## src/hw/rtl/register_vm_alu_executor_defines.svh

```systemverilog
// Assertion macros shared by the RTL of the register VM ALU executor.
// Clocked forms with and without a reset qualifier; empty when SYNTHESIS is set.
`ifndef REGISTER_VM_ALU_EXECUTOR_DEFINES_SVH
`define REGISTER_VM_ALU_EXECUTOR_DEFINES_SVH

`ifndef SYNTHESIS
`define RVM_ASSERT(lbl, clk, rst_n, prop, msg) \
    lbl: assert property (@(posedge clk) disable iff (!rst_n) prop) else $error(msg);
`define RVM_ASSERT_NORST(lbl, clk, prop, msg) \
    lbl: assert property (@(posedge clk) prop) else $error(msg);
`else
`define RVM_ASSERT(lbl, clk, rst_n, prop, msg)
`define RVM_ASSERT_NORST(lbl, clk, prop, msg)
`endif

`endif

```

## src/hw/rtl/rvm_alu_pkg.sv

```systemverilog
package rvm_alu_pkg;

    localparam int DATA_W       = 32;
    localparam int REG_IDX_W    = 5;
    localparam int NUM_REGS_DEF = 32;
    localparam int CNT_W        = $clog2(DATA_W);

    typedef enum logic [2:0] {
        KIND_MOVE   = 3'd0,
        KIND_ADD    = 3'd1,
        KIND_SUB    = 3'd2,
        KIND_MUL    = 3'd3,
        KIND_DIV    = 3'd4,
        KIND_MOD    = 3'd5,
        KIND_RETURN = 3'd6,
        KIND_NOP    = 3'd7
    } t_kind;

    typedef enum logic [1:0] {
        ERR_NONE     = 2'd0,
        ERR_DIV_ZERO = 2'd1,
        ERR_NO_RET   = 2'd2
    } t_err;

    typedef enum logic [2:0] {
        S_IDLE,
        S_RDA,
        S_RDB,
        S_EXEC,
        S_MUL,
        S_DIV,
        S_FIX,
        S_DONE
    } t_state;

endpackage

```

## src/hw/rtl/register_vm_alu_executor.sv

```systemverilog
// Register VM ALU executor: runs one decoded instruction per input beat
// against a file of NUM_REGS signed 32-bit registers.
// Input channel: i_in_valid / o_in_stall carry kind, dest_reg, src_a, src_b,
// value and last. A beat is taken on an edge with valid high and stall low.
// Output channel: o_out_valid / i_out_stall carry returned, ret_value and
// error; exactly one result beat leaves for every input beat.
// Move, add, sub, return and no-op go straight from execute to write-back;
// multiply takes 32 shift-add passes, divide and modulo take 32 restoring
// passes plus a sign fix-up, and a division by zero skips them. All
// arithmetic runs through one 32-bit adder/subtractor, and the register
// file is a single-port-read RAM read twice per instruction.
// o_in_stall is high while an instruction is in flight and drops in the
// same cycle as its result is raised, so the block takes no new beat until
// the last instruction has handed over its result.
// Reset clears the sequencer, the output valid flag and the per-entry valid
// bits, so every register reads as zero until written.
// A stalled result waits in the output register; the next instruction is
// still accepted and executed, and only its final write-back and result
// hand-over hold until the output register is free.
module register_vm_alu_executor #(
    parameter int NUM_REGS = rvm_alu_pkg::NUM_REGS_DEF
) (
    input  logic                                i_clk,
    input  logic                                i_rst_n,
    input  logic                                i_in_valid,
    output logic                                o_in_stall,
    input  logic [2:0]                          i_kind,
    input  logic [rvm_alu_pkg::REG_IDX_W-1:0]   i_dest_reg,
    input  logic [rvm_alu_pkg::REG_IDX_W-1:0]   i_src_a,
    input  logic [rvm_alu_pkg::REG_IDX_W-1:0]   i_src_b,
    input  logic signed [rvm_alu_pkg::DATA_W-1:0] i_value,
    input  logic                                i_last,
    output logic                                o_out_valid,
    input  logic                                i_out_stall,
    output logic                                o_returned,
    output logic signed [rvm_alu_pkg::DATA_W-1:0] o_ret_value,
    output logic [1:0]                          o_error
);

`include "register_vm_alu_executor_defines.svh"

    localparam int DW     = rvm_alu_pkg::DATA_W;
    localparam int IW     = rvm_alu_pkg::REG_IDX_W;
    localparam int CW     = rvm_alu_pkg::CNT_W;
    localparam int ADDR_W = $clog2(NUM_REGS);
    localparam int EXT_W  = (ADDR_W > IW) ? ADDR_W : IW;
    localparam logic [CW-1:0] CNT_LAST = CW'(DW - 1);

    // control state
    rvm_alu_pkg::t_state r_state, n_state;
    logic [CW-1:0]       r_cnt, n_cnt;
    logic                r_out_valid, n_out_valid;
    logic [NUM_REGS-1:0] r_vld, n_vld;

    // instruction and datapath registers
    rvm_alu_pkg::t_kind  r_kind, n_kind;
    logic [IW-1:0]       r_dst, n_dst;
    logic [IW-1:0]       r_sa, n_sa;
    logic [IW-1:0]       r_sb, n_sb;
    logic [DW-1:0]       r_val, n_val;
    logic                r_last, n_last;
    logic [DW-1:0]       r_a, n_a;      // left operand, multiplicand, quotient
    logic [DW-1:0]       r_b, n_b;      // multiplier, divisor magnitude
    logic [DW-1:0]       r_res, n_res;  // result, product sum, remainder
    logic                r_ret, n_ret;
    logic                r_wr, n_wr;
    logic                r_div0, n_div0;
    logic                r_neg_q, n_neg_q;
    logic                r_neg_r, n_neg_r;
    logic                r_rd_ok;

    // output register payload
    logic                    r_returned, n_returned;
    logic [DW-1:0]           r_ret_value, n_ret_value;
    rvm_alu_pkg::t_err       r_error, n_error;

    // shared adder/subtractor
    logic [DW-1:0] w_add_x, w_add_y;
    logic          w_add_sub;
    logic [DW:0]   w_sum;

    // register file access
    logic [IW-1:0]     w_rd_idx;
    logic [EXT_W-1:0]  w_rd_ext, w_wr_ext;
    logic [ADDR_W-1:0] w_rd_addr, w_wr_addr;
    logic              w_rd_ok, w_dst_ok;
    logic [DW-1:0]     w_rdata, w_opnd;
    logic              w_we;

    logic [DW-1:0]     w_mag_a, w_mag_b, w_div_x;
    logic              w_slot_free;

    rvm_alu_ram #(
        .WIDTH (DW),
        .DEPTH (NUM_REGS)
    ) u_regs (
        .i_clk   (i_clk),
        .i_we    (w_we),
        .i_waddr (w_wr_addr),
        .i_wdata (r_res),
        .i_raddr (w_rd_addr),
        .o_rdata (w_rdata)
    );

    // One adder serves add, subtract, every multiply and divide pass, and
    // the sign fix-up: x + (y or ~y) + sub.
    assign w_sum = {1'b0, w_add_x} + {1'b0, w_add_y ^ {DW{w_add_sub}}} + (DW + 1)'(w_add_sub);

    // Return reads its destination; otherwise read src_a, then src_b.
    assign w_rd_idx  = (r_state == rvm_alu_pkg::S_RDB) ? r_sb :
                       ((r_kind == rvm_alu_pkg::KIND_RETURN) ? r_dst : r_sa);
    assign w_rd_ext  = EXT_W'(w_rd_idx);
    assign w_rd_addr = w_rd_ext[ADDR_W-1:0];
    assign w_wr_ext  = EXT_W'(r_dst);
    assign w_wr_addr = w_wr_ext[ADDR_W-1:0];

    // Out-of-range indices read as zero and drop writes; entries never
    // written since reset read as zero.
    assign w_rd_ok  = ({{(32 - IW){1'b0}}, w_rd_idx} < 32'(NUM_REGS)) && r_vld[w_rd_addr];
    assign w_dst_ok = ({{(32 - IW){1'b0}}, r_dst} < 32'(NUM_REGS));
    assign w_opnd   = r_rd_ok ? w_rdata : '0;

    assign w_mag_a  = r_a[DW-1] ? (~r_a + DW'(1)) : r_a;
    assign w_mag_b  = w_opnd[DW-1] ? (~w_opnd + DW'(1)) : w_opnd;
    assign w_div_x  = {r_res[DW-2:0], r_a[DW-1]};

    assign w_slot_free = !r_out_valid || !i_out_stall;

    always_comb begin
        n_state     = r_state;
        n_cnt       = r_cnt;
        n_out_valid = r_out_valid && i_out_stall;
        n_vld       = r_vld;
        n_kind      = r_kind;
        n_dst       = r_dst;
        n_sa        = r_sa;
        n_sb        = r_sb;
        n_val       = r_val;
        n_last      = r_last;
        n_a         = r_a;
        n_b         = r_b;
        n_res       = r_res;
        n_ret       = r_ret;
        n_wr        = r_wr;
        n_div0      = r_div0;
        n_neg_q     = r_neg_q;
        n_neg_r     = r_neg_r;
        n_returned  = r_returned;
        n_ret_value = r_ret_value;
        n_error     = r_error;
        w_add_x     = r_a;
        w_add_y     = w_opnd;
        w_add_sub   = 1'b0;
        w_we        = 1'b0;

        unique case (r_state)
            rvm_alu_pkg::S_IDLE: begin
                if (i_in_valid) begin
                    n_kind  = rvm_alu_pkg::t_kind'(i_kind);
                    n_dst   = i_dest_reg;
                    n_sa    = i_src_a;
                    n_sb    = i_src_b;
                    n_val   = i_value;
                    n_last  = i_last;
                    n_ret   = 1'b0;
                    n_wr    = 1'b0;
                    n_div0  = 1'b0;
                    n_state = rvm_alu_pkg::S_RDA;
                end
            end
            rvm_alu_pkg::S_RDA: begin
                n_state = rvm_alu_pkg::S_RDB;
            end
            rvm_alu_pkg::S_RDB: begin
                n_a     = w_opnd;
                n_state = rvm_alu_pkg::S_EXEC;
            end
            rvm_alu_pkg::S_EXEC: begin
                n_cnt   = '0;
                n_state = rvm_alu_pkg::S_DONE;
                unique case (r_kind) inside
                    rvm_alu_pkg::KIND_MOVE: begin
                        n_res = r_val;
                        n_wr  = 1'b1;
                    end
                    rvm_alu_pkg::KIND_ADD, rvm_alu_pkg::KIND_SUB: begin
                        w_add_x   = r_a;
                        w_add_y   = w_opnd;
                        w_add_sub = (r_kind == rvm_alu_pkg::KIND_SUB);
                        n_res     = w_sum[DW-1:0];
                        n_wr      = 1'b1;
                    end
                    rvm_alu_pkg::KIND_MUL: begin
                        n_res   = '0;
                        n_b     = w_opnd;
                        n_state = rvm_alu_pkg::S_MUL;
                    end
                    rvm_alu_pkg::KIND_DIV, rvm_alu_pkg::KIND_MOD: begin
                        if (w_opnd == '0) begin
                            n_div0 = 1'b1;
                        end else begin
                            n_res   = '0;
                            n_a     = w_mag_a;
                            n_b     = w_mag_b;
                            n_neg_q = r_a[DW-1] ^ w_opnd[DW-1];
                            n_neg_r = r_a[DW-1];
                            n_state = rvm_alu_pkg::S_DIV;
                        end
                    end
                    rvm_alu_pkg::KIND_RETURN: begin
                        n_ret = 1'b1;
                        n_res = r_a;
                    end
                    rvm_alu_pkg::KIND_NOP: begin
                        n_res = r_res;
                    end
                endcase
            end
            rvm_alu_pkg::S_MUL: begin
                // add the shifted multiplicand where the multiplier bit is set
                w_add_x = r_res;
                w_add_y = r_b[0] ? r_a : '0;
                n_res   = w_sum[DW-1:0];
                n_a     = {r_a[DW-2:0], 1'b0};
                n_b     = {1'b0, r_b[DW-1:1]};
                n_cnt   = r_cnt + CW'(1);
                if (r_cnt == CNT_LAST) begin
                    n_wr    = 1'b1;
                    n_state = rvm_alu_pkg::S_DONE;
                end
            end
            rvm_alu_pkg::S_DIV: begin
                // restoring step: keep the difference when it does not borrow
                w_add_x   = w_div_x;
                w_add_y   = r_b;
                w_add_sub = 1'b1;
                n_res     = w_sum[DW] ? w_sum[DW-1:0] : w_div_x;
                n_a       = {r_a[DW-2:0], w_sum[DW]};
                n_cnt     = r_cnt + CW'(1);
                if (r_cnt == CNT_LAST) begin
                    n_state = rvm_alu_pkg::S_FIX;
                end
            end
            rvm_alu_pkg::S_FIX: begin
                w_add_x = '0;
                if (r_kind == rvm_alu_pkg::KIND_DIV) begin
                    w_add_y   = r_a;
                    w_add_sub = r_neg_q;
                end else begin
                    w_add_y   = r_res;
                    w_add_sub = r_neg_r;
                end
                n_res   = w_sum[DW-1:0];
                n_wr    = 1'b1;
                n_state = rvm_alu_pkg::S_DONE;
            end
            rvm_alu_pkg::S_DONE: begin
                if (w_slot_free) begin
                    w_we        = r_wr && w_dst_ok;
                    if (w_we) begin
                        n_vld[w_wr_addr] = 1'b1;
                    end
                    n_out_valid = 1'b1;
                    n_returned  = r_ret;
                    n_ret_value = r_ret ? r_res : '0;
                    if (r_div0) begin
                        n_error = rvm_alu_pkg::ERR_DIV_ZERO;
                    end else if (r_last && !r_ret) begin
                        n_error = rvm_alu_pkg::ERR_NO_RET;
                    end else begin
                        n_error = rvm_alu_pkg::ERR_NONE;
                    end
                    n_state     = rvm_alu_pkg::S_IDLE;
                end
            end
        endcase
    end

    always_ff @(posedge i_clk) begin
        if (!i_rst_n) begin
            r_state     <= rvm_alu_pkg::S_IDLE;
            r_cnt       <= '0;
            r_out_valid <= 1'b0;
            r_vld       <= '0;
        end else begin
            r_state     <= n_state;
            r_cnt       <= n_cnt;
            r_out_valid <= n_out_valid;
            r_vld       <= n_vld;
        end
    end

    always_ff @(posedge i_clk) begin
        r_kind      <= n_kind;
        r_dst       <= n_dst;
        r_sa        <= n_sa;
        r_sb        <= n_sb;
        r_val       <= n_val;
        r_last      <= n_last;
        r_a         <= n_a;
        r_b         <= n_b;
        r_res       <= n_res;
        r_ret       <= n_ret;
        r_wr        <= n_wr;
        r_div0      <= n_div0;
        r_neg_q     <= n_neg_q;
        r_neg_r     <= n_neg_r;
        r_rd_ok     <= w_rd_ok;
        r_returned  <= n_returned;
        r_ret_value <= n_ret_value;
        r_error     <= n_error;
    end

    // Hold off new beats while an instruction is in flight.
    assign o_in_stall  = (r_state != rvm_alu_pkg::S_IDLE);
    assign o_out_valid = r_out_valid;
    assign o_returned  = r_returned;
    assign o_ret_value = r_ret_value;
    assign o_error     = r_error;

    `RVM_ASSERT(a_accept_starts_read, i_clk, i_rst_n, (i_in_valid && !o_in_stall) |=> (r_state == rvm_alu_pkg::S_RDA), "accepted beat did not start a register read")
    `RVM_ASSERT(a_result_from_done, i_clk, i_rst_n, $rose(r_out_valid) |-> ($past(r_state) == rvm_alu_pkg::S_DONE), "result beat raised outside write-back")
    `RVM_ASSERT(a_write_in_done, i_clk, i_rst_n, w_we |-> ((r_state == rvm_alu_pkg::S_DONE) && w_slot_free), "register write outside write-back")
    `RVM_ASSERT(a_ret_value_zero, i_clk, i_rst_n, (r_out_valid && !r_returned) |-> (r_ret_value == '0), "non-return result carries a value")
    `RVM_ASSERT(a_return_no_error, i_clk, i_rst_n, (r_out_valid && r_returned) |-> (r_error == rvm_alu_pkg::ERR_NONE), "return result flagged an error")

endmodule

```

## src/hw/rtl/rvm_alu_ram.sv

```systemverilog
module rvm_alu_ram #(
    parameter int WIDTH = rvm_alu_pkg::DATA_W,
    parameter int DEPTH = rvm_alu_pkg::NUM_REGS_DEF
) (
    input  logic                     i_clk,
    input  logic                     i_we,
    input  logic [$clog2(DEPTH)-1:0] i_waddr,
    input  logic [WIDTH-1:0]         i_wdata,
    input  logic [$clog2(DEPTH)-1:0] i_raddr,
    output logic [WIDTH-1:0]         o_rdata
);

    logic [WIDTH-1:0] r_mem [DEPTH];
    logic [WIDTH-1:0] r_rdata;

    always_ff @(posedge i_clk) begin
        if (i_we) begin
            r_mem[i_waddr] <= i_wdata;
        end
        r_rdata <= r_mem[i_raddr];
    end

    assign o_rdata = r_rdata;

endmodule
```

## config.mk

```make
export PLATFORM = sky130hd
export DESIGN_NAME = register_vm_alu_executor
export DESIGN_NICKNAME = d
export VERILOG_FILES = /design/src/hw/rtl/rvm_alu_pkg.sv /design/src/hw/rtl/register_vm_alu_executor.sv /design/src/hw/rtl/rvm_alu_ram.sv
export VERILOG_INCLUDE_DIRS = /design/src /design/src/hw/rtl
export SDC_FILE = /design/constraint.sdc
export NUM_CORES = 2
export LEC_CHECK = 0
export ABC_AREA = 1
export BUFFER_PORTS_ARGS = -buffer_cell sky130_fd_sc_hd__clkbuf_2
export CORE_MARGIN = 4
export CORE_UTILIZATION = 50
export DETAILED_ROUTE_END_ITERATION = 10
export PLACE_DENSITY = 0.67
export SETUP_SLACK_MARGIN = 0.3
export SLEW_MARGIN = 20
export SYNTH_ARGS = -nofsm -noshare
export SYNTH_HDL_FRONTEND = slang
export SYNTH_SLANG_ARGS = --single-unit
```

## constraint.sdc

```tcl
create_clock -name i_clk -period 6.4 [get_ports i_clk]
set_input_delay 0.64 -clock i_clk [delete_from_list [all_inputs] [get_ports i_clk]]
set_output_delay 0.64 -clock i_clk [all_outputs]
set_load 0.03 [all_outputs]
```

==> run metrics <==
outcome=finished, final reports clean; iteration-0 DRC count of the detailed router=roughly 5400; worst hold path startpoint=i_value[20]; first-pass GRT wire length=242500 um; die area=119600 um^2; Pint=approximately 16000 uW; chip width=around 350 um; CP Launch Point=r_kind[1]$_DFFE_PP_; Area Growth Syn to Fin=11.79%; largest family of logic cells by synthesized area=compound AO/OA/AOI/OAI gates; XOR/XNOR share of the synthesized area=0.01243; Setup crit start kind=flop; placed wire-length estimate=approximately 97000 um; Post-synth EDFFs=between 1000 and 1500; # DRC=0; CP endpoint=r_res[5]$_DFFE_PP_; CTS tree=yes; via count=between 40000 and 50000; kind of critical path=flop to flop; layout cells sized above 1=0.09956; crit share post-route=0.8013; Final Non-Filler Cells=slightly below 7000; Critical Path Sink Type=flop; PortBufs=91; Worst Path Arrival=5.60 ns; Clock transition at path regs=around 0.06 ns; f_max=0.1950 GHz; WL/cell=24.27 um; worst stage delay on the critical path=0.60 ns; Avg Cell Area, Syn=~11 um^2; overflow left after global routing=0; Starting Density=0.5052; row count=about 120; vias in the first global route=about 38000; maximum vdd drop=between 0.2 and 0.25 mV; fin crit period=5.128 ns; GRT Util Overall=0.2668; Setup violations, final=0; synthesized area=between 50000 and 60000 um^2; Comb pwr share=0.270; mux contribution to synthesized area=0.007192; initial antenna violation count=6; adder-cell share of the synthesized area=0.008245; H-tree levels=4; sw frac=0.3380; CTS buffer count=between 100 and 150; Synth Flop Type=edfxtp_1; Hold Path Class=primary input to flop; Hold Vio Cnt, Final=0; cts repair resizes=0; Synth Area in Simple Gates=0.1183; final antenna-violating net count=0; post-CTS setup buffer count=0; Max stage delay cell, worst path=nor4_1; core area=113000 um^2; Via density=~6.0; worst reg2reg path startpoint=r_kind[1]$_DFFE_PP_; Synth area leader=edfxtp_1; Clock Skew=just under 0.03 ns; Net Switching=8230 uW; leak pwr=about 0.023 uW; top cells by area, synth=edfxtp_1 64%, o21ai_0 5.9%, nand2_1 4.5%; CP Depth=17; most frequent cells in the layout=1211 x edfxtp_1, 683 x nand2_1, 673 x o21ai_0; Nets=5229; CTS Buffer Depth=3; insertion delay to the later sink of the worst-skew pair=between 0.7 and 0.8 ns; Distinct cells, synth=58; largest net degree at the start of global routing=187; placer congestion estimate=between 0.9 and 1; final wirelength=between 150000 and 200000 um; WP data required=6.87 ns; leading cell type in the layout, fill and taps excluded=edfxtp_1; Seq cells post-synth=about 1300; io pins=92; Fin Setup TNS=0 ns; Reg-to-Reg End=r_res[5]$_DFFE_PP_; unrepaired setup endpoints after global routing=no; CP dominant cell by count=nand2_1; asr flop ratio synth=0; Max Slew Vio Count=0; Crit path max-delay family=simple AND/OR/NAND/NOR gates; max-cap viol count=0; post-synthesis net count=~5200; R2R depth=17; CP Max Fanout=22; Buf/Inv on CP=4; Synth Instances=about 5100; Filler cells=9331; sequential area share after synthesis=0.6632; critical path cell sequence=nor2_1 -> nand2_1 -> inv_1 -> buf_4 -> nor2_1 -> o2111ai_1 -> o21ai_0 -> xor2_1 -> ha_1 -> nand2_1 -> nor4_1 -> nand4_1 -> nand2_1 -> buf_4 -> inv_1 -> o21ai_0 -> o211ai_1; Compound-Gate Fraction of Synth Area=0.1380; post-layout util=0.5647; R2R Setup Slk=about 1.3 ns; area share of the largest cell type after synthesis=0.6373; number of placed instances with taps included=6501; Yosys warning count=0; Slew @ Worst Pin=1.090 ns; clock tree sinks=1285; Pwr Density=381.7 nW/um^2; chip height=about 350 um; CTS Root Cell=clkbuf_16; Clock Power Share=0.322; Slew HR=0.2713; Seq pwr share=0.409; total power=around 24000 uW; # hold bufs at CTS=0; First-pass DRT Iterations=7
==> power groups by stage <==
stage	combinational (uW)	clock, uW	sequential, uW
after floorplan	4360	0	10100
after global placement	6360	0	10100
after detailed placement	6430	0	10100
after CTS	6460	7920	9940
after global routing	7210	8290	9960
final	6570	7830	9950
==> flip-flops by register name, indices dropped and copies added (netlist names), 32 cells and up <==
signal / flops
r_res: 32
r_val: 32
r_b: 32
r_a: 32
u_regs.o_rdata: 32
r_vld: 32
u_regs.r_mem: 1024
o_ret_value: 32
==> synth_stat cells, drive strengths merged, types with 13 or more instances <==
cell type	instances
a21oi	128
a31oi	61
buf	111
clkbuf	218
dfxtp	74
edfxtp	1211
ha	36
inv	422
mux2i	41
nand2	694
nand3	226
nand4	13
nor2	642
nor3	24
o2111ai	29
o211ai	28
o21ai	689
o221ai	260
o311ai	36
or2	38
xor2	76
==> cell type report <==
type | instances | area [um^2] | share of cell area
Sequential cell | 1285 | 37850 | 0.5933
Multi-Input combinational cell | 3086 | 16560 | 0.2596
Clock buffer | 167 | 3558 | 0.05578
Tap cell | 1500 | 1877 | 0.02942
Inverter | 423 | 1609 | 0.02522
Timing Repair Buffer | 208 | 1496 | 0.02346
Clock inverter | 74 | 844.6 | 0.01324
Antenna cell | 1 | 2.502 | 0.00003923
==> cells by family (layout without fill, tap and decap cells) <==
family                     Yosys count  count (layout)
and+or+nand+nor                   1652            1652
DFF                               1285            1285
other                                0               1
xor gates and xnor gates            81              81
buffers and inverters              752             872
adders and majority gates           37              37
muxes                               41              41
AOI/OAI and AO/OA                 1275            1275
==> per-stage QoR <==
| step | instance area, um^2 | setup WS, ns | hold WS, ns |
|---|---|---|---|
| global placement | 59340 | 0.7831 | 0.4436 |
| finish | 63790 | 1.272 | 0.08128 |
| global route | 63790 | 0.9135 | 0.05297 |
| CTS | 63760 | 0.6877 | 0.03803 |
| floorplan | 57060 | 1.549 | 0.4244 |
| detailed placement | 59360 | 0.7152 | 0.4523 |
==> worst min path at each step <==
stage / end / depth (start not counted) / slack (ns)
3_5_place_dp: r_vld[13]$_SDFFE_PN0P_ / 2 / 0.45
6_report: r_val[20]$_DFFE_PP_ / 1 / 0.08
2_1_floorplan: o_returned$_DFFE_PP_ / 0 / 0.42
4_1_cts: r_sa[1]$_DFFE_PP_ / 1 / 0.04
5_1_grt: r_val[19]$_DFFE_PP_ / 1 / 0.05
3_3_place_gp: r_vld[31]$_SDFFE_PN0P_ / 2 / 0.44
==> per-layer routing <==
metal  vias up  share of wire  routed length [um]  global-route usage
met5         -       0.000079                  13                   0
met4         2          0.029                4779             0.08227
met3       304          0.099               16130             0.04666
met2      2049           0.45               73730              0.4098
met1     19806           0.42               69000              0.3905
li1      18516              -                   -                   -
No activity file was read; power rests on OpenSTA's default activity.
